File: config.mk
export PLATFORM = sky130hd
export DESIGN_NAME = go_back_n_sender_top
export DESIGN_NICKNAME = d
export VERILOG_FILES = /design/src/hw/rtl/gbns_pkg.sv /design/src/hw/rtl/gbns_ctrl.sv /design/src/hw/rtl/gbns_dp.sv /design/src/hw/rtl/go_back_n_sender_top.sv
export SDC_FILE = /design/constraint.sdc
export NUM_CORES = 1
export LEC_CHECK = 0
export BUFFER_PORTS_ARGS = -buffer_cell sky130_fd_sc_hd__buf_2
export CAP_MARGIN = 20
export CORE_ASPECT_RATIO = 1.2
export CORE_MARGIN = 2
export CORE_UTILIZATION = 56
export DETAILED_ROUTE_END_ITERATION = 12
export PLACE_DENSITY = 0.77
export SLEW_MARGIN = 0
export SYNTH_ARGS = -nofsm -noshare
export SYNTH_HDL_FRONTEND = slang
export SYNTH_SLANG_ARGS = --single-unit
File: constraint.sdc
create_clock -name clock -period 4.6 [get_ports clock]
set_input_delay 0.46 -clock clock [delete_from_list [all_inputs] [get_ports clock]]
set_output_delay 0.46 -clock clock [all_outputs]
set_load 0.02 [all_outputs]
File: src/hw/rtl/gbns_pkg.sv
// Shared types, codes and constants of the Go-Back-N sender.
`default_nettype none

package gbns_pkg;

   localparam int PKT_W      = 16;
   localparam int ACK_W      = 8;
   localparam int SEQ_OUT_W  = 8;
   localparam int WIN_CFG_W  = 5;
   localparam int LIM_W      = 4;
   localparam int CSR_DATA_W = 5;
   localparam int CSR_IDX_W  = 1;

   localparam int WINDOW_MAX_DEF = 16;
   localparam int SEQ_BITS_DEF   = 8;

   localparam logic [WIN_CFG_W-1:0] WINDOW_SIZE_RESET   = 5'd4;
   localparam logic [LIM_W-1:0]     TIMEOUT_LIMIT_RESET = 4'd5;

   localparam logic [CSR_IDX_W-1:0] CSR_WINDOW_SIZE   = 1'b0;
   localparam logic [CSR_IDX_W-1:0] CSR_TIMEOUT_LIMIT = 1'b1;

   typedef enum logic [1:0] {
      CMD_START   = 2'd0,
      CMD_ACK     = 2'd1,
      CMD_TIMEOUT = 2'd2,
      CMD_UNUSED  = 2'd3
   } cmd_type;

   typedef enum logic [2:0] {
      ACT_SEND   = 3'd0,
      ACT_RESEND = 3'd1,
      ACT_DONE   = 3'd2,
      ACT_ABORT  = 3'd3,
      ACT_IGNORE = 3'd4
   } action_type;

   typedef enum logic [1:0] {
      EM_FLAG   = 2'd0,
      EM_SEND   = 2'd1,
      EM_RESEND = 2'd2
   } emit_type;

   typedef enum logic [4:0] {
      ST_IDLE   = 5'b00001,
      ST_EVAL   = 5'b00010,
      ST_UPDATE = 5'b00100,
      ST_SINGLE = 5'b01000,
      ST_STREAM = 5'b10000
   } state_type;

   typedef struct packed {
      logic       load_req;
      logic       start_xfer;
      logic       set_active;
      logic       clr_active;
      logic       latch_off;
      logic       apply_ack;
      logic       bump_run;
      logic       load_cursor;
      logic       emit;
      emit_type   emit_kind;
      action_type flag_act;
   } ctl_type;

   typedef struct packed {
      cmd_type cmd;
      logic    active;
      logic    total_zero;
      logic    ack_in_window;
      logic    ack_done;
      logic    run_hit;
      logic    admit_have;
      logic    admit_last;
      logic    resend_have;
      logic    resend_last;
      logic    out_free;
   } sts_type;

endpackage

`default_nettype wire

File: src/hw/rtl/gbns_ctrl.sv
// Controller state machine of the Go-Back-N sender.
`default_nettype none

module gbns_ctrl (
   input  logic              clock,
   input  logic              reset,
   input  logic              req_valid,
   output logic              req_stall,
   input  gbns_pkg::sts_type sts,
   output gbns_pkg::ctl_type ctl
);
   import gbns_pkg::*;

   state_type  state_ff, state_in;
   logic       resend_mode_ff, resend_mode_in;
   action_type flag_act_ff, flag_act_in;

   assign req_stall = (state_ff != ST_IDLE);

   always_comb begin
      state_in       = state_ff;
      resend_mode_in = resend_mode_ff;
      flag_act_in    = flag_act_ff;
      ctl            = '0;
      ctl.emit_kind  = EM_FLAG;
      ctl.flag_act   = flag_act_ff;
      unique case (state_ff)
         ST_IDLE: begin
            if (req_valid) begin
               ctl.load_req = 1'b1;
               state_in     = ST_EVAL;
            end
         end
         ST_EVAL: begin
            priority if (sts.cmd == CMD_START) begin
               ctl.start_xfer = 1'b1;
               if (sts.total_zero) begin
                  ctl.clr_active = 1'b1;
                  flag_act_in    = ACT_DONE;
                  state_in       = ST_SINGLE;
               end else begin
                  ctl.set_active = 1'b1;
                  resend_mode_in = 1'b0;
                  state_in       = ST_STREAM;
               end
            end else if (sts.cmd == CMD_UNUSED || !sts.active) begin
               flag_act_in = ACT_IGNORE;
               state_in    = ST_SINGLE;
            end else if (sts.cmd == CMD_ACK) begin
               if (sts.ack_in_window) begin
                  ctl.latch_off = 1'b1;
                  state_in      = ST_UPDATE;
               end else begin
                  flag_act_in = ACT_IGNORE;
                  state_in    = ST_SINGLE;
               end
            end else begin
               ctl.bump_run = 1'b1;
               if (sts.run_hit) begin
                  ctl.clr_active = 1'b1;
                  flag_act_in    = ACT_ABORT;
                  state_in       = ST_SINGLE;
               end else begin
                  ctl.load_cursor = 1'b1;
                  resend_mode_in  = 1'b1;
                  state_in        = ST_STREAM;
               end
            end
         end
         ST_UPDATE: begin
            ctl.apply_ack = 1'b1;
            if (sts.ack_done) begin
               ctl.clr_active = 1'b1;
               flag_act_in    = ACT_DONE;
               state_in       = ST_SINGLE;
            end else begin
               resend_mode_in = 1'b0;
               state_in       = ST_STREAM;
            end
         end
         ST_SINGLE: begin
            if (sts.out_free) begin
               ctl.emit      = 1'b1;
               ctl.emit_kind = EM_FLAG;
               state_in      = ST_IDLE;
            end
         end
         ST_STREAM: begin
            if (resend_mode_ff) begin
               if (!sts.resend_have) begin
                  state_in = ST_IDLE;
               end else if (sts.out_free) begin
                  ctl.emit      = 1'b1;
                  ctl.emit_kind = EM_RESEND;
                  if (sts.resend_last) begin
                     state_in = ST_IDLE;
                  end
               end
            end else begin
               if (!sts.admit_have) begin
                  state_in = ST_IDLE;
               end else if (sts.out_free) begin
                  ctl.emit      = 1'b1;
                  ctl.emit_kind = EM_SEND;
                  if (sts.admit_last) begin
                     state_in = ST_IDLE;
                  end
               end
            end
         end
         default: begin
            state_in = ST_IDLE;
         end
      endcase
   end

   always_ff @(posedge clock) begin
      if (reset) begin
         state_ff       <= ST_IDLE;
         resend_mode_ff <= 1'b0;
         flag_act_ff    <= ACT_IGNORE;
      end else begin
         state_ff       <= state_in;
         resend_mode_ff <= resend_mode_in;
         flag_act_ff    <= flag_act_in;
      end
   end

endmodule

`default_nettype wire

File: src/hw/rtl/gbns_dp.sv
// Datapath of the Go-Back-N sender: window state, registers and result beat register.
`default_nettype none

module gbns_dp #(
   parameter int WINDOW_MAX = gbns_pkg::WINDOW_MAX_DEF,
   parameter int SEQ_BITS   = gbns_pkg::SEQ_BITS_DEF
) (
   input  logic                           clock,
   input  logic                           reset,
   input  logic [1:0]                     req_command,
   input  logic [gbns_pkg::PKT_W-1:0]     req_total_packets,
   input  logic [gbns_pkg::ACK_W-1:0]     req_ack_seq,
   input  logic                           csr_wr_en,
   input  logic [gbns_pkg::CSR_IDX_W-1:0] csr_index,
   input  logic [gbns_pkg::CSR_DATA_W-1:0] csr_wdata,
   output logic                           rsp_valid,
   input  logic                           rsp_stall,
   output logic [2:0]                     rsp_action,
   output logic [gbns_pkg::PKT_W-1:0]     rsp_packet_index,
   output logic [gbns_pkg::SEQ_OUT_W-1:0] rsp_seq_no,
   output logic                           rsp_last_of_run,
   input  gbns_pkg::ctl_type              ctl,
   output gbns_pkg::sts_type              sts
);
   import gbns_pkg::*;

   localparam int WIN_W = $clog2(WINDOW_MAX + 1);
   localparam logic [PKT_W-1:0] SEQ_MASK = PKT_W'((32'd1 << SEQ_BITS) - 32'd1);

   cmd_type                 cmd_ff;
   logic [PKT_W-1:0]        req_total_ff;
   logic [ACK_W-1:0]        ack_ff;
   logic [SEQ_BITS-1:0]     off_ff;
   logic [PKT_W-1:0]        cursor_ff;
   logic [PKT_W-1:0]        base_ff, next_ff, total_ff;
   logic [LIM_W-1:0]        run_ff;
   logic                    active_ff;
   logic [WIN_CFG_W-1:0]    window_size_ff;
   logic [LIM_W-1:0]        timeout_limit_ff;
   logic                    rsp_valid_ff;
   action_type              rsp_action_ff;
   logic [PKT_W-1:0]        rsp_index_ff;
   logic [SEQ_OUT_W-1:0]    rsp_seq_ff;
   logic                    rsp_last_ff;

   logic [PKT_W-1:0]    outstanding;
   logic [PKT_W-1:0]    off_full;
   logic [SEQ_BITS-1:0] off_now;
   logic [PKT_W:0]      base_adv;
   logic [LIM_W-1:0]    run_next;
   logic [LIM_W-1:0]    lim_eff;
   logic [WIN_W-1:0]    win_eff;
   logic [PKT_W:0]      next_inc;
   logic [PKT_W:0]      cursor_inc;
   logic [PKT_W-1:0]    next_seq, cursor_seq;
   logic                out_free;

   assign outstanding = next_ff - base_ff;
   assign off_full    = PKT_W'(ack_ff) - base_ff;
   assign off_now     = off_full[SEQ_BITS-1:0];
   assign base_adv    = {1'b0, base_ff} + (PKT_W+1)'(off_ff) + (PKT_W+1)'(1);
   assign run_next    = run_ff + LIM_W'(1);
   assign lim_eff     = (timeout_limit_ff == '0) ? LIM_W'(1) : timeout_limit_ff;
   assign next_inc    = {1'b0, next_ff} + (PKT_W+1)'(1);
   assign cursor_inc  = {1'b0, cursor_ff} + (PKT_W+1)'(1);
   assign next_seq    = next_ff & SEQ_MASK;
   assign cursor_seq  = cursor_ff & SEQ_MASK;
   assign out_free    = !rsp_valid_ff || !rsp_stall;

   always_comb begin
      if (window_size_ff == '0) begin
         win_eff = WIN_W'(1);
      end else if (PKT_W'(window_size_ff) > PKT_W'(WINDOW_MAX)) begin
         win_eff = WIN_W'(WINDOW_MAX);
      end else begin
         win_eff = WIN_W'(window_size_ff);
      end
   end

   always_comb begin
      sts               = '0;
      sts.cmd           = cmd_ff;
      sts.active        = active_ff;
      sts.total_zero    = (req_total_ff == '0);
      sts.ack_in_window = PKT_W'(off_now) < outstanding;
      sts.ack_done      = base_adv >= {1'b0, total_ff};
      sts.run_hit       = run_next >= lim_eff;
      sts.admit_have    = (next_ff < total_ff) && (outstanding < PKT_W'(win_eff));
      sts.admit_last    = !((next_inc < {1'b0, total_ff}) &&
                            ((next_inc - {1'b0, base_ff}) < (PKT_W+1)'(win_eff)));
      sts.resend_have   = cursor_ff < next_ff;
      sts.resend_last   = cursor_inc == {1'b0, next_ff};
      sts.out_free      = out_free;
   end

   always_ff @(posedge clock) begin
      if (reset) begin
         window_size_ff   <= WINDOW_SIZE_RESET;
         timeout_limit_ff <= TIMEOUT_LIMIT_RESET;
      end else if (csr_wr_en) begin
         if (csr_index == CSR_WINDOW_SIZE) begin
            window_size_ff <= csr_wdata;
         end else begin
            timeout_limit_ff <= csr_wdata[LIM_W-1:0];
         end
      end
   end

   always_ff @(posedge clock) begin
      if (reset) begin
         base_ff   <= '0;
         next_ff   <= '0;
         total_ff  <= '0;
         run_ff    <= '0;
         active_ff <= 1'b0;
      end else begin
         if (ctl.start_xfer) begin
            base_ff  <= '0;
            next_ff  <= '0;
            run_ff   <= '0;
            total_ff <= req_total_ff;
         end
         if (ctl.apply_ack) begin
            base_ff <= base_adv[PKT_W-1:0];
            run_ff  <= '0;
         end
         if (ctl.bump_run) begin
            run_ff <= run_next;
         end
         if (ctl.emit && ctl.emit_kind == EM_SEND) begin
            next_ff <= next_inc[PKT_W-1:0];
         end
         if (ctl.set_active) begin
            active_ff <= 1'b1;
         end else if (ctl.clr_active) begin
            active_ff <= 1'b0;
         end
      end
   end

   always_ff @(posedge clock) begin
      if (ctl.load_req) begin
         cmd_ff       <= cmd_type'(req_command);
         req_total_ff <= req_total_packets;
         ack_ff       <= req_ack_seq;
      end
      if (ctl.latch_off) begin
         off_ff <= off_now;
      end
      if (ctl.load_cursor) begin
         cursor_ff <= base_ff;
      end else if (ctl.emit && ctl.emit_kind == EM_RESEND) begin
         cursor_ff <= cursor_inc[PKT_W-1:0];
      end
   end

   always_ff @(posedge clock) begin
      if (reset) begin
         rsp_valid_ff <= 1'b0;
      end else if (ctl.emit) begin
         rsp_valid_ff <= 1'b1;
      end else if (!rsp_stall) begin
         rsp_valid_ff <= 1'b0;
      end
   end

   always_ff @(posedge clock) begin
      if (ctl.emit) begin
         unique case (ctl.emit_kind)
            EM_SEND: begin
               rsp_action_ff <= ACT_SEND;
               rsp_index_ff  <= next_ff;
               rsp_seq_ff    <= next_seq[SEQ_OUT_W-1:0];
               rsp_last_ff   <= sts.admit_last;
            end
            EM_RESEND: begin
               rsp_action_ff <= ACT_RESEND;
               rsp_index_ff  <= cursor_ff;
               rsp_seq_ff    <= cursor_seq[SEQ_OUT_W-1:0];
               rsp_last_ff   <= sts.resend_last;
            end
            default: begin
               rsp_action_ff <= ctl.flag_act;
               rsp_index_ff  <= '0;
               rsp_seq_ff    <= '0;
               rsp_last_ff   <= 1'b1;
            end
         endcase
      end
   end

   assign rsp_valid        = rsp_valid_ff;
   assign rsp_action       = rsp_action_ff;
   assign rsp_packet_index = rsp_index_ff;
   assign rsp_seq_no       = rsp_seq_ff;
   assign rsp_last_of_run  = rsp_last_ff;

`ifndef NO_ASSERTIONS
   // A running transfer keeps its window ordered inside the packet count.
   a_window_order: assert property (@(posedge clock) disable iff (reset)
      active_ff |-> (base_ff <= next_ff) && (next_ff <= total_ff))
      else $error("window pointers out of order");

   // A beat is only loaded when the result register can take it.
   a_emit_free: assert property (@(posedge clock) disable iff (reset)
      ctl.emit |-> out_free)
      else $error("result beat overwritten");

   // Every new send beat admits exactly one packet.
   a_send_advance: assert property (@(posedge clock) disable iff (reset)
      (ctl.emit && ctl.emit_kind == EM_SEND) |=> next_ff == $past(next_inc[PKT_W-1:0]))
      else $error("next index did not advance on send");
`endif

endmodule

`default_nettype wire

File: src/hw/rtl/go_back_n_sender_top.sv
// Top level of the Go-Back-N sender: controller and datapath.
`default_nettype none

// The block takes one command beat at a time. A start, acknowledgement or
// timeout is evaluated in the EVAL state (an in-window acknowledgement
// then passes the UPDATE state) and then produces its result beats at one
// beat per cycle, while the result side does not stall, through a single
// result register. A new command beat is taken as soon as the last result
// beat of the previous one sits in the result register. Configuration
// writes take effect at once and are meant for times when no command is in
// progress.
module go_back_n_sender_top #(
   parameter int WINDOW_MAX = gbns_pkg::WINDOW_MAX_DEF,
   parameter int SEQ_BITS   = gbns_pkg::SEQ_BITS_DEF
) (
   input  logic                            clock,
   input  logic                            reset,
   input  logic                            req_valid,
   output logic                            req_stall,
   input  logic [1:0]                      req_command,
   input  logic [gbns_pkg::PKT_W-1:0]      req_total_packets,
   input  logic [gbns_pkg::ACK_W-1:0]      req_ack_seq,
   input  logic                            csr_wr_en,
   input  logic [gbns_pkg::CSR_IDX_W-1:0]  csr_index,
   input  logic [gbns_pkg::CSR_DATA_W-1:0] csr_wdata,
   output logic                            rsp_valid,
   input  logic                            rsp_stall,
   output logic [2:0]                      rsp_action,
   output logic [gbns_pkg::PKT_W-1:0]      rsp_packet_index,
   output logic [gbns_pkg::SEQ_OUT_W-1:0]  rsp_seq_no,
   output logic                            rsp_last_of_run
);
   import gbns_pkg::*;

   ctl_type ctl;
   sts_type sts;

   gbns_ctrl u_ctrl (
      .clock     (clock),
      .reset     (reset),
      .req_valid (req_valid),
      .req_stall (req_stall),
      .sts       (sts),
      .ctl       (ctl)
   );

   gbns_dp #(
      .WINDOW_MAX (WINDOW_MAX),
      .SEQ_BITS   (SEQ_BITS)
   ) u_dp (
      .clock             (clock),
      .reset             (reset),
      .req_command       (req_command),
      .req_total_packets (req_total_packets),
      .req_ack_seq       (req_ack_seq),
      .csr_wr_en         (csr_wr_en),
      .csr_index         (csr_index),
      .csr_wdata         (csr_wdata),
      .rsp_valid         (rsp_valid),
      .rsp_stall         (rsp_stall),
      .rsp_action        (rsp_action),
      .rsp_packet_index  (rsp_packet_index),
      .rsp_seq_no        (rsp_seq_no),
      .rsp_last_of_run   (rsp_last_of_run),
      .ctl               (ctl),
      .sts               (sts)
   );

endmodule

`default_nettype wire

==> impl.org, run 1 <==
** CTS
- Clock insertion delay at the later pin of the skew report :: ~0.44 ns
- Counting the buffers created by CTS gives 17.
- The number of hold buffers added after CTS was 0.
- The clock passes through at most 2 buffers.
- Root buf cell :: sky130_fd_sc_hd__clkbuf_16
- Clock-pin slew was measured on the worst setup and hold paths at ~0.06 ns.
- In this run the number of H-tree levels came out at 4.
- CTS tree :: built
- Clock tree synthesis found a total of approximately 140 sinks.

** Die
- Boundary pin count :: 67
- Die Width :: between 100 and 150 µm
- The die covers between 20,000 and 25,000 µm².
- For this configuration, the core starts out at a cell density of 57.1%.
- Area of the core :: about 19,000 µm²
- Row count :: 55
- In this run the vertical extent of the chip is roughly 160 µm.

** Timing
- Number of max-slew violations in the final report :: 0
- After layout, the minimum clock period comes to approximately 4.5 ns.
- In this run the tightest slew margin relative to its limit is between 30% and 40%.
- Final period util :: 98.0%
- Setup WS post-layout :: between 0.09 and 0.1 ns
- Setup violations remaining at the end of the flow were counted as 0.
- Pin slew with the least headroom to its limit :: roughly 1.0 ns
- Between clock sinks in the finished design, the worst skew comes to 0.0121 ns.
- Based on the critical path, the design can be clocked at up to 222 MHz.
- Setup TNS after final layout :: 0 ns
- The number of endpoints with negative hold slack in the final report came to 0.
- Hold is met by around 0.2 ns.

** Global routing
- The first global-routing pass estimated approximately 49 mm of wire.
- Antenna violations before repair :: 0
- Number of global-route vias before repair :: 9,541
- Met2 Usage GRT :: a little over half
- For this run the aggregate overflow at the end of global routing stands at 0.
- For this run, global-route usage on met3 was measured as between 4 and 5%.
- Entering global routing, the biggest net connects 73 pins.
- GR Util All Layers :: slightly above 30%
- Met1 track utilization from global routing :: between 30% and 40%
- Peak-usage layer in the global routing report :: met2

** Critical path
- Critical path startpoint :: u_dp.next_ff[0]
- In this run the worst path has a maximum fanout of 6.
- FF-to-FF path depth :: 19
- In this design, the largest share of critical-path delay is due to simple AND/OR/NAND/NOR gates.
- Critical path endpoint :: u_ctrl.state_ff[0]
- For this run, the slowest stage of the critical path takes ~0.33 ns.
- STA classifies the critical path startpoint as a register.
- Counting both buffers and inverters, the worst setup path holds a total of 1.
- STA classifies the critical path endpoint as a register.
- The worst register-to-register path begins at u_dp.next_ff[0].
- Worst reg2reg endpoint :: u_ctrl.state_ff[0]
- The worst register-to-register path has a setup slack of just over 0.09 ns.
- The critical path is of the reg -> reg type.
- CP Data Arrival Time :: between 4 and 5 ns
- Crit path required time :: 4.92 ns
- The slowest stage of the critical path is the sky130_fd_sc_hd__dfxtp_2 cell.
- Critical path depth :: 19
- Critical path, cell by cell :: buf_4 -> ha_2 -> nor2b_1 -> or2_4 -> ha_4 -> and3b_2 -> nor2_4 -> xnor2_1 -> ha_1 -> a21o_1 -> a2bb2oi_2 -> o2111ai_2 -> a2111oi_2 -> o311ai_1 -> nor4_1 -> nand4_1 -> nor4b_4 -> a21oi_2 -> a311o_1

** Finish
- Share of final-layout standard cells stronger than drive strength 1 :: between 10% and 20%
- Final Net Count :: about 1,500
- Area occupied by registers :: about 3500 µm²
- Final instance count without filler cells :: roughly 1,600
- Fill cells in the final layout number between 1,500 and 2,000.
- Antenna diode count :: 0
- Most frequent standard cell in the layout excluding fill and tap cells :: sky130_fd_sc_hd__ha_1
- Summing all non-filler instances in the final layout gives an area of between 10,000 and 15,000 µm².
- Leaving out fill and tap cells, the most frequent cells in the layout are sky130_fd_sc_hd__ha_1, sky130_fd_sc_hd__a21oi_1, sky130_fd_sc_hd__nand2_1, sky130_fd_sc_hd__nor2_1, sky130_fd_sc_hd__inv_1.
- Compared with the post-synthesis result, the final layout area differs by 17.7%.
- Multi-input gate area in the final layout :: 6910 µm²

** Routing
- Post-detailed-route DRC marker count :: 0
- DR vias :: approximately 9,900
- Post-detailed-route wirelength per cell :: 19.0 µm
- In the routed layout, each cell is associated on average with a via count of around 6.
- Drt first-iter violations :: 842
- First-pass iteration count of the detailed router :: 6
- Number of nets with antenna violations after detailed routing :: 0
- Summed over all layers, the routed wires come to around 31 mm.

** Power and ir drop
- Largest vdd supply drop :: roughly 0.24 mV
- Pwr Density :: between 200 and 250 nW/µm²
- In this run the static leakage power is between 5 and 6 nW.

** Synth
- Count of cell types in the netlist :: 80
- Total of warnings raised by yosys :: 0
- The share of synthesized area in the top cell type comes to between 15 and 20%.
- The largest total area in the synthesized netlist belongs to sky130_fd_sc_hd__edfxtp_1.
- In the synthesized netlist the dominant register cell turns out to be sky130_fd_sc_hd__dfxtp_1.
- Sequential element share of the synthesized area :: 32.9%
- Async set-or-reset flop fraction in the synthesized netlist :: 0%
- The synthesized design contains 70 enable-type register cells.
- Most area-consuming cells after synthesis :: sky130_fd_sc_hd__edfxtp_1, sky130_fd_sc_hd__ha_1, sky130_fd_sc_hd__dfxtp_1
- Synthesis-stage register bit count :: around 140
- Gate Count Post-Synth :: between 1,000 and 1,500
- Post-synth net total :: between 1,000 and 1,500
- Post-Synthesis Mean Instance Area :: between 8 and 9 µm²
- The cell area that synthesis handed to floorplanning was about 11,000 µm².

** Run
- Number of maximum-capacitance violations :: 0

** Placement
- Placed cell area :: 11,700 µm²
- Quantity of I/O buffers inserted on ports :: between 60 and 70
- Detailed placement ended at an HPWL of between 20 and 25 mm.
- Including well taps, the total number of placed cells is between 1,500 and 2,000.
- Setup WS pre-CTS :: -0.145 ns
- Placer's final routability congestion estimate :: 0.998

** Hold path
- Worst Hold Class :: in -> reg

** Outcome
- The flow ran to the end, and the final reports show no timing, DRC or antenna violations.
metrics by stage:
stage	total power, W	util, %
after floorplan	0.00150	-
after global placement	0.00155	62.2
after detailed placement	0.00156	62.2
after CTS	0.00294	66.1
after global routing	0.00301	67.2
final	0.00294	67.2
what timing repair did:
item                                    in CTS  in global routing
endpoints found under the setup margin      40                 58
gates resized for setup                     30                 40
pin swaps                                   16                 40
buffers inserted                             2                  7
cell usage after synthesis, types with 4 or more instances:
cell,count
sky130_fd_sc_hd__fa_1,4
sky130_fd_sc_hd__nor2b_1,15
sky130_fd_sc_hd__nor2_1,101
sky130_fd_sc_hd__or3_1,15
sky130_fd_sc_hd__a211oi_1,11
sky130_fd_sc_hd__dfxtp_1,72
sky130_fd_sc_hd__and4_1,4
sky130_fd_sc_hd__a21o_1,29
sky130_fd_sc_hd__nand2_1,109
sky130_fd_sc_hd__o21ai_0,48
sky130_fd_sc_hd__nor4_1,15
sky130_fd_sc_hd__o2111ai_1,7
sky130_fd_sc_hd__clkbuf_1,32
sky130_fd_sc_hd__xor2_1,18
sky130_fd_sc_hd__nand4_1,24
sky130_fd_sc_hd__buf_1,5
sky130_fd_sc_hd__nand3_1,39
sky130_fd_sc_hd__nand3b_1,6
sky130_fd_sc_hd__o221ai_1,5
sky130_fd_sc_hd__a21oi_1,120
sky130_fd_sc_hd__xnor2_1,46
sky130_fd_sc_hd__or2_2,19
sky130_fd_sc_hd__a22o_1,16
sky130_fd_sc_hd__and3_1,14
sky130_fd_sc_hd__a31oi_1,8
sky130_fd_sc_hd__ha_1,132
sky130_fd_sc_hd__nor3_1,27
sky130_fd_sc_hd__edfxtp_1,70
sky130_fd_sc_hd__buf_4,8
sky130_fd_sc_hd__o211ai_1,5
sky130_fd_sc_hd__o21a_1,10
sky130_fd_sc_hd__a31o_2,4
sky130_fd_sc_hd__a211o_1,6
sky130_fd_sc_hd__and2_1,12
sky130_fd_sc_hd__o31ai_1,4
sky130_fd_sc_hd__inv_1,93
sky130_fd_sc_hd__nand2b_1,13
sky130_fd_sc_hd__a21boi_0,4
sky130_fd_sc_hd__o21ai_1,8
sky130_fd_sc_hd__a2111oi_0,7
kinds of logic (layout without fill, tap and decap cells):
kind of cell / count (synthesis) / after routing / share of synthesized area (%)
AO/OA/AOI/OAI: 329 / 329 / 20.1
adder cells (fa/ha/maj): 136 / 136 / 16.1
XOR/XNOR: 64 / 64 / 5.21
AND/OR/NAND/NOR: 426 / 426 / 19.8
multiplexers: 5 / 5 / 0.488
buffers and inverters: 142 / 267 / 5.38
flip-flops: 142 / 142 / 32.9
per-layer routing:
layer,share of wire (%),wire [µm]
met1,40,12500
met2,48,14900
met3,6.5,2020
met4,4.9,1530
met5,0,0
cell type report:
type	instances	share of cell area (%)
inverters	94	2.78
clock inverters	12	0.948
multi-input cells	960	54.6
clock buffers	19	3.66
repair buffers	142	7.50
flip-flops and latches	142	28.0
well taps	256	2.53
sequential cells by signal, indices dropped and copies added (netlist names), 4 cells and up:
name	cells
u_dp.base_ff	16
u_dp.run_ff	4
u_dp.cursor_ff	16
u_dp.req_total_ff	16
u_dp.total_ff	16
u_dp.ack_ff	8
u_dp.next_ff	16
u_dp.rsp_packet_index	9
u_dp.window_size_ff	5
u_dp.rsp_seq_no	7
u_dp.timeout_limit_ff	4
u_ctrl.state_ff	5
u_dp.off_ff	8
how the worst min path moves through the flow:
stage / cells after the start / from / endpoint
finish: 1 / req_ack_seq[4] / u_dp.ack_ff[4]
global route: 1 / req_ack_seq[4] / u_dp.ack_ff[4]
CTS: 1 / req_command[0] / u_dp.cmd_ff[0]
detailed placement: 2 / u_dp.total_ff[9] / u_dp.total_ff[9]
global placement: 2 / u_dp.total_ff[10] / u_dp.total_ff[10]
floorplan: 1 / u_dp.timeout_limit_ff[2] / u_dp.timeout_limit_ff[2]
report_power, final:
part / switching (W) / leakage (nW) / internal (W) / total (W)
Combinational: 0.0000970 / 3.75 / 0.0000654 / 0.000162
Sequential: 0.0000154 / 1.26 / 0.00136 / 0.00137
Clock: 0.000604 / 0.281 / 0.000800 / 0.00140
Total: 0.000717 / 5.30 / 0.00222 / 0.00294
Power figures use the tool's default switching activity.
==> run 2: changes to the inputs <==
- CORE_UTILIZATION: 56 -> 58
- CTS_BUF_LIST: not set -> sky130_fd_sc_hd__clkbuf_2
- PLACE_DENSITY: 0.77 -> 0.8
==> run 2 against run 1 <==
First-iteration DRC count increased by 2.3%. Via count grew 2.7%. Critical path type unchanged. Clock power shrank 45%. Wire length grew 0.92%. Die area shrank 3.4%. Sequential power about the same. Setup slack gained 0.023 ns. Core utilization grew 2.3 points. Global-route usage is 1.0 points higher.
==> impl.org, run 2 (synthesis gave the netlist of run 1 again) <==
** Outcome
- The run finished with clean final reports.

** Critical path
- The worst register-to-register path begins at u_dp.base_ff[1].
- STA puts the critical path data required time at 5.29 ns.
- Among all stages on the critical path, the largest delay is contributed by sky130_fd_sc_hd__dfxtp_1.
- At the worst endpoint, the arrival time is 5.18 ns.
- In this run the worst path has a maximum fanout of 8.
- Combined buffer and inverter count along the critical path :: 3
- Worst reg2reg endpoint :: u_ctrl.flag_act_ff[2]
- FF-to-FF path depth :: 21
- On the worst path, the slowest cell contributes a delay of ~0.36 ns.
- Walking the worst path, the cells encountered are buf_4 -> ha_1 -> nor2b_1 -> o21ai_0 -> a21boi_0 -> o21ai_0 -> a21boi_0 -> o2111ai_1 -> a21oi_2 -> buf_4 -> nand2_1 -> xnor2_1 -> ha_1 -> nand3_1 -> nor4_2 -> a221o_1 -> nor3_2 -> a21oi_2 -> buf_4 -> a31o_2 -> a21o_1.
- Across all register-to-register paths, the minimum setup slack is 0.11 ns.
- Startpoint Class :: register
- In this design, the largest share of critical-path delay is due to compound AO/OA/AOI/OAI gates.
- Element type at the critical path end :: register
- Critical path class :: reg -> reg
- CP dominant cell by count :: sky130_fd_sc_hd__buf_4

** Global routing
- GR Util All Layers :: 32.2%
- After global routing the overflow that remains totals 0.
- The initial antenna violation count is 1.
- Pin count of the biggest net entering global routing :: 57
- The number of global-route vias before repair was 9,871.
- The first global-routing pass estimated roughly 50 mm of wire.

** Timing
- Final setup violation count :: 0
- Fin crit period :: 4.49 ns
- Headroom to the max-slew limit :: roughly 33%
- Hold Worst Slack :: 0.0999 ns
- At the pin with the least slew margin, the transition time is between 1 and 1.5 ns.
- Final period util :: between 90% and 100%
- Static timing analysis puts the maximum clock frequency at between 200 and 250 MHz.
- The count of pins over their slew limit is 0.
- Final hold vios :: 0
- Clock skew on the completed layout was measured at between 0.02 and 0.03 ns.

** Placement
- In this run, placement finished with an instance count of around 1,600.
- Port buffering added 66 buffers.
- Detailed placement ended at an HPWL of between 20 and 25 mm.
- Placer's final routability congestion estimate :: a little under 1
- Placed cell area :: about 12,000 µm²

** Routing
- In this run the remaining antenna-violating nets after routing total 0.
- Dividing the detail-routed wire length by the instance count gives about 19 µm.
- After detailed routing, the number of remaining DRC violations is 0.
- Dividing the detail-routed via count by the number of cells gives 6.25.
- DR vias :: 10,200
- Before antenna repair, the detailed router went through 10 iterations.
- Drt first-iter violations :: between 800 and 900
- For this block, the routed nets add up to between 30 and 40 mm of wire.

** Die
- Row count :: 54
- Boundary pin count :: 67
- Area of the core :: 18,200 µm²
- Die Y :: between 150 and 200 µm
- Initial core utilization :: 59.2%
- Die Width :: roughly 130 µm
- Area of the die :: 19,700 µm²

** CTS
- Clock latency on the worst-skew pair, taken at its later pin, is approximately 0.77 ns.
- The clock tree synthesis step divided the H-tree into 4 levels.
- No sink is reached through more buffers than the 2 on the longest clock path.
- Clock slew at the register clock pins of the worst setup and hold paths :: 0.22 ns
- CTS tree :: built
- Root buf cell :: sky130_fd_sc_hd__clkbuf_2
- In this run, CTS created clock tree buffers numbering 17.
- CTS Sinks :: approximately 140

** Run
- Number of maximum-capacitance violations :: 0

** Finish
- Compared with the post-synthesis result, the final layout area differs by 17.4%.
- Cells with a size suffix above 1 make up around 19% of the layout.
- Most frequent standard cell in the layout excluding fill and tap cells :: sky130_fd_sc_hd__ha_1
- For this run, the post-layout net count is ~1,600.
- Excluding fillers, the count of instances in the completed layout stands at 1,630.
- The top cell types in the final layout, fill and taps aside, are sky130_fd_sc_hd__ha_1, sky130_fd_sc_hd__a21oi_1, sky130_fd_sc_hd__nand2_1, sky130_fd_sc_hd__nor2_1, sky130_fd_sc_hd__inv_1.
- Filler cells :: about 1,400
- Once layout is done, the placed cells without fillers occupy around 13,000 µm².

** Hold path
- For hold timing, the worst endpoint is u_dp.timeout_limit_ff[2].
- Along the worst hold path, the cell count comes to 3.
- The min-delay analysis places its worst path in the category in -> reg.
- Critical hold path startpoint :: csr_index

** Power and ir drop
- Largest vdd supply drop :: about 0.15 mV
- Dividing total power by cell area gives a power density of ~180 nW/µm².
- For this design the static power due to leakage is 5.27 nW.
## run 2: changes by cell type in the layout (fill, tap and decap cells not counted), moves of 4 or more
cell	delta
sky130_fd_sc_hd__clkinv_4	+4
sky130_fd_sc_hd__buf_4	-5
sky130_fd_sc_hd__clkbuf_2	+19
sky130_fd_sc_hd__dlygate4sd3_1	+38
sky130_fd_sc_hd__inv_6	-5
sky130_fd_sc_hd__clkbuf_16	-18
## run 2: worst max path at each step
stage                    start                        end  cells past startpoint
2_1_floorplan  u_dp.next_ff[0]  u_dp.rsp_packet_index[10]                     20
3_3_place_gp   u_dp.base_ff[0]         u_dp.rsp_seq_no[1]                     21
3_5_place_dp   u_dp.base_ff[0]         u_dp.rsp_seq_no[2]                     21
4_1_cts        u_dp.next_ff[0]       u_dp.rsp_last_of_run                     19
5_1_grt        u_dp.base_ff[1]         u_ctrl.state_ff[4]                     21
6_report       u_dp.base_ff[1]      u_ctrl.flag_act_ff[2]                     21
## run 2: cell type report
class | instances | area (µm²) | area share (%)
repair buffers | 176 | 1290 | 10.3
inverters | 94 | 353 | 2.79
diodes | 2 | 5.00 | 0.0396
well taps | 224 | 280 | 2.22
clock inverters | 13 | 143 | 1.13
flip-flops and latches | 142 | 3550 | 28.1
clock buffers | 19 | 95.1 | 0.753
multi-input cells | 960 | 6910 | 54.7
## run 2: per-stage QoR
step	total power [W]	utilization [%]	worst slack [ns]	setup TNS [ns]
floorplan	0.00150	-	0.0299	0
CTS	0.00234	68.2	0.00332	0
global route	0.00241	69.5	-0.0389	-0.211
detailed placement	0.00156	64.3	-0.176	-4.47
finish	0.00233	69.5	0.114	0
global placement	0.00155	64.3	0.0402	0
## run 2: per-layer routing
layer / vias up / global-route usage [%] / wire length (µm) / part of all wire, %
li1: 4829 / - / - / -
met1: 4802 / 39.2 / 12500 / 40
met2: 452 / 53.5 / 15000 / 48
met3: 98 / 6.37 / 2210 / 7.1
met4: 0 / 16.6 / 1490 / 4.8
met5: - / 0 / 0 / 0
## run 2: report_power, final
part           switching (W)  leakage, nW  internal [W]  total (W)
sequential         0.0000157         1.26       0.00136    0.00137
clock               0.000513        0.140      0.000256   0.000769
combinational       0.000104         3.86     0.0000875   0.000191
total               0.000633         5.27       0.00170    0.00233
## run 2: worst register-to-register path: cells and delay by family (launching register included)
kind,cells,cell delay (ns)
AO/OA/AOI/OAI,10,2.02
XOR/XNOR,1,0.24
adder cells (fa/ha/maj),2,0.57
buffers and inverters,3,0.49
flip-flops,1,0.36
AND/OR/NAND/NOR,5,0.74
## run 2: repair_timing
item | CTS | global route
resized for setup | 22 | 49
endpoints found under the hold margin | 39 | 0
pin swaps | 10 | 39
setup buffers | 2 | 4
hold buffers | 38 | 0
setup endpoints to repair | 41 | 76
==> run 3: changes to the inputs <==
- HOLD_SLACK_MARGIN: not set -> 0.1
==> run 3 against run 2 <==
Maximum frequency is 1.2% higher. Die area unchanged. Clock skew about the same. Cell area increased by 0.47%. Clock power about the same. Register-to-register slack improved by 0.05 ns. Worst hold slack improved by 0.27 ns. Via count up 0.41%. First-iteration DRC count is 5.7% higher. Combinational power is 2% higher.
==> impl.org, run 3 (synthesis gave the netlist of run 1 again) <==
** Global routing
- After global routing the overflow that remains totals 0.
- First-pass GRT wire length :: around 50 mm
- GR Util All Layers :: 32.3%
- Number of global-route vias before repair :: just under 10,000
- Pin count of the biggest net entering global routing :: 57
- The initial antenna violation count was 1.

** Hold path
- Worst Hold Class :: in -> reg

** Finish
- Commonest non-fill, non-tap cells in the layout :: sky130_fd_sc_hd__ha_1, sky130_fd_sc_hd__a21oi_1, sky130_fd_sc_hd__nand2_1, sky130_fd_sc_hd__nor2_1, sky130_fd_sc_hd__inv_1
- Of the cells placed in the final design, the portion with a size suffix greater than 1 is between 15 and 20%.
- Final Net Count :: around 1,600
- Final non-filler cell area :: around 13,000 µm²
- Most frequent standard cell in the layout excluding fill and tap cells :: sky130_fd_sc_hd__ha_1
- Filler cells :: roughly 1,400
- Compared with the post-synthesis result, the final layout area differs by 18.0%.

** Timing
- Peak Freq :: between 200 and 250 MHz
- The clock arrives with around 0.027 ns of skew.
- Pin slew with the least headroom to its limit :: 0.990 ns
- The routed design could run at a clock period as short as between 4 and 5 ns.
- Setup violations remaining at the end of the flow were counted as 0.
- Of the available clock period, the critical path in the final layout requires 96.3%.
- Headroom to the max-slew limit :: between 30% and 40%
- Number of max-slew violations in the final report :: 0
- Final hold vios :: 0
- Hold Worst Slack :: between 0.3 and 0.4 ns

** Placement
- DP HPWL :: about 23 mm
- Quantity of I/O buffers inserted on ports :: 66
- Placed cell area :: 11,700 µm²
- Routability-driven placement finished with a final weighted congestion of ~0.99.

** Critical path
- Cell at the slowest stage of the critical path :: sky130_fd_sc_hd__dfxtp_1
- Setup slack of the worst register-to-register path :: about 0.17 ns
- In this design, the critical path's most frequently occurring cell is sky130_fd_sc_hd__buf_4.
- The worst register-to-register path begins at u_dp.base_ff[1].
- Startpoint Class :: register
- Tracing the worst setup path back leads to its startpoint at u_dp.base_ff[1].
- Combined buffer and inverter count along the critical path :: 3
- The critical path crosses 21 cells after its start point.
- In this run the worst setup path terminates at u_ctrl.flag_act_ff[2].
- Data arrives at the worst endpoint at roughly 5.1 ns.
- Critical path class :: reg -> reg
- Along the worst path, the maximum fanout reaches 8.
- For the worst setup path, the data required time is 5.30 ns.
- CP top delay family :: compound AO/OA/AOI/OAI gates
- Counting cells, the worst reg-to-reg path comes to 21.
- Crit-path max cell delay :: approximately 0.36 ns
- In this run the critical register-to-register path is captured at u_ctrl.flag_act_ff[2].
- The worst setup path is captured at a register.
- Critical path, cell by cell :: buf_4 -> ha_1 -> nor2b_1 -> o21ai_0 -> a21boi_0 -> o21ai_0 -> a21boi_0 -> o2111ai_1 -> a21oi_2 -> buf_4 -> nand2_1 -> xnor2_1 -> ha_1 -> nand3_1 -> nor4_2 -> a221o_1 -> nor3_2 -> a21oi_2 -> buf_4 -> a31o_2 -> a21o_1

** Die
- In this run the count of I/O pins placed on the die edge is 67.
- Die Width :: 128 µm
- From bottom edge to top edge, the die measures 153 µm.
- The core region is between 15,000 and 20,000 µm².
- Initial core utilization :: between 50% and 60%
- Row count :: 54
- Area of the die :: 19,700 µm²

** Power and ir drop
- Static power due to leakage :: 5.30 nW
- Pwr Density :: ~180 nW/µm²
- Largest vdd supply drop :: about 0.15 mV

** Routing
- Across all layers, the routed design uses approximately 10,000 vias.
- Via density per instance :: 6.25
- First-pass iteration count of the detailed router :: 8
- In the final routed layout, each cell accounts on average for just under 20 µm.
- Drt total wl :: roughly 31 mm
- Drt first-iter violations :: just over 900
- Post-detailed-route DRC marker count :: 0
- Number of nets with antenna violations after detailed routing :: 0

** CTS
- In this run, CTS created clock tree buffers numbering 17.
- Clock insertion delay at the later pin of the skew report :: 0.77 ns
- Clock slew at the register clock pins of the worst setup and hold paths :: about 0.24 ns
- In this run the deepest clock path goes through 2 buffers.
- Counting every sink on the clock net gives around 140.
- CTS HTree Levels :: 4
- CTS tree :: built
- CTS placed an instance of sky130_fd_sc_hd__clkbuf_2 at the clock tree root.

** Outcome
- Result of the run :: completed

** Run
- Number of maximum-capacitance violations :: 0
## run 3: cell types whose count changed in the layout (fill, tap and decap cells not counted)
cell	change
sky130_fd_sc_hd__dlygate4sd3_1	+6
## run 3: repair_timing
item,CTS,global route
buffers inserted,2,4
pin swaps,10,39
endpoints found under the hold margin,46,0
resized for setup,22,49
endpoints found under the setup margin,41,76
hold buffers,44,0
## run 3: cell type report
cell class                      instances  area (µm²)  area share [%]
Antenna cell                            2        5.00          0.0394
Sequential cell                       142        3550            28.0
Tap cell                              224         280            2.21
Timing Repair Buffer                  182        1360            10.7
Inverter                               94         353            2.78
Clock buffer                           19        95.1           0.749
Clock inverter                         13         143            1.12
Multi-Input combinational cell        960        6910            54.5
## run 3: power by group
part	switching, W	total, W	internal (W)
Clock	0.000515	0.000771	0.000256
Sequential	0.0000158	0.00137	0.00136
Combinational	0.000105	0.000195	0.0000907
## run 3: layer usage
metal	global-route usage (%)	up-vias	part of all wire (%)
met2	53.8	455	48
met4	16.6	0	4.8
met5	0	-	0
met3	6.37	100	7.1
met1	39.3	4817	40
li1	-	4851	-
## run 3: worst min-delay path by stage
stage / from / to / slack [ns] / cells after the start
floorplan: u_dp.timeout_limit_ff[2] / u_dp.timeout_limit_ff[2] / 0.44 / 1
global placement: u_dp.total_ff[3] / u_dp.total_ff[3] / 0.45 / 2
detailed placement: u_dp.total_ff[12] / u_dp.total_ff[12] / 0.45 / 2
CTS: req_ack_seq[7] / u_dp.ack_ff[7] / 0.32 / 2
global route: req_ack_seq[6] / u_dp.ack_ff[6] / 0.32 / 2
finish: req_ack_seq[5] / u_dp.ack_ff[5] / 0.37 / 2
## run 3: metrics by stage
step / util, % / total power [W] / setup WS, ns / instances / TNS [ns]
global placement: 64.3 / 0.00155 / 0.0402 / 1552 / 0
finish: 69.8 / 0.00234 / 0.168 / 1636 / 0
detailed placement: 64.3 / 0.00156 / -0.176 / 1552 / -4.47
floorplan: - / 0.00150 / 0.0299 / 1244 / 0
CTS: 68.6 / 0.00234 / 0.00332 / 1630 / 0
global route: 69.8 / 0.00242 / -0.0389 / 1636 / -0.211
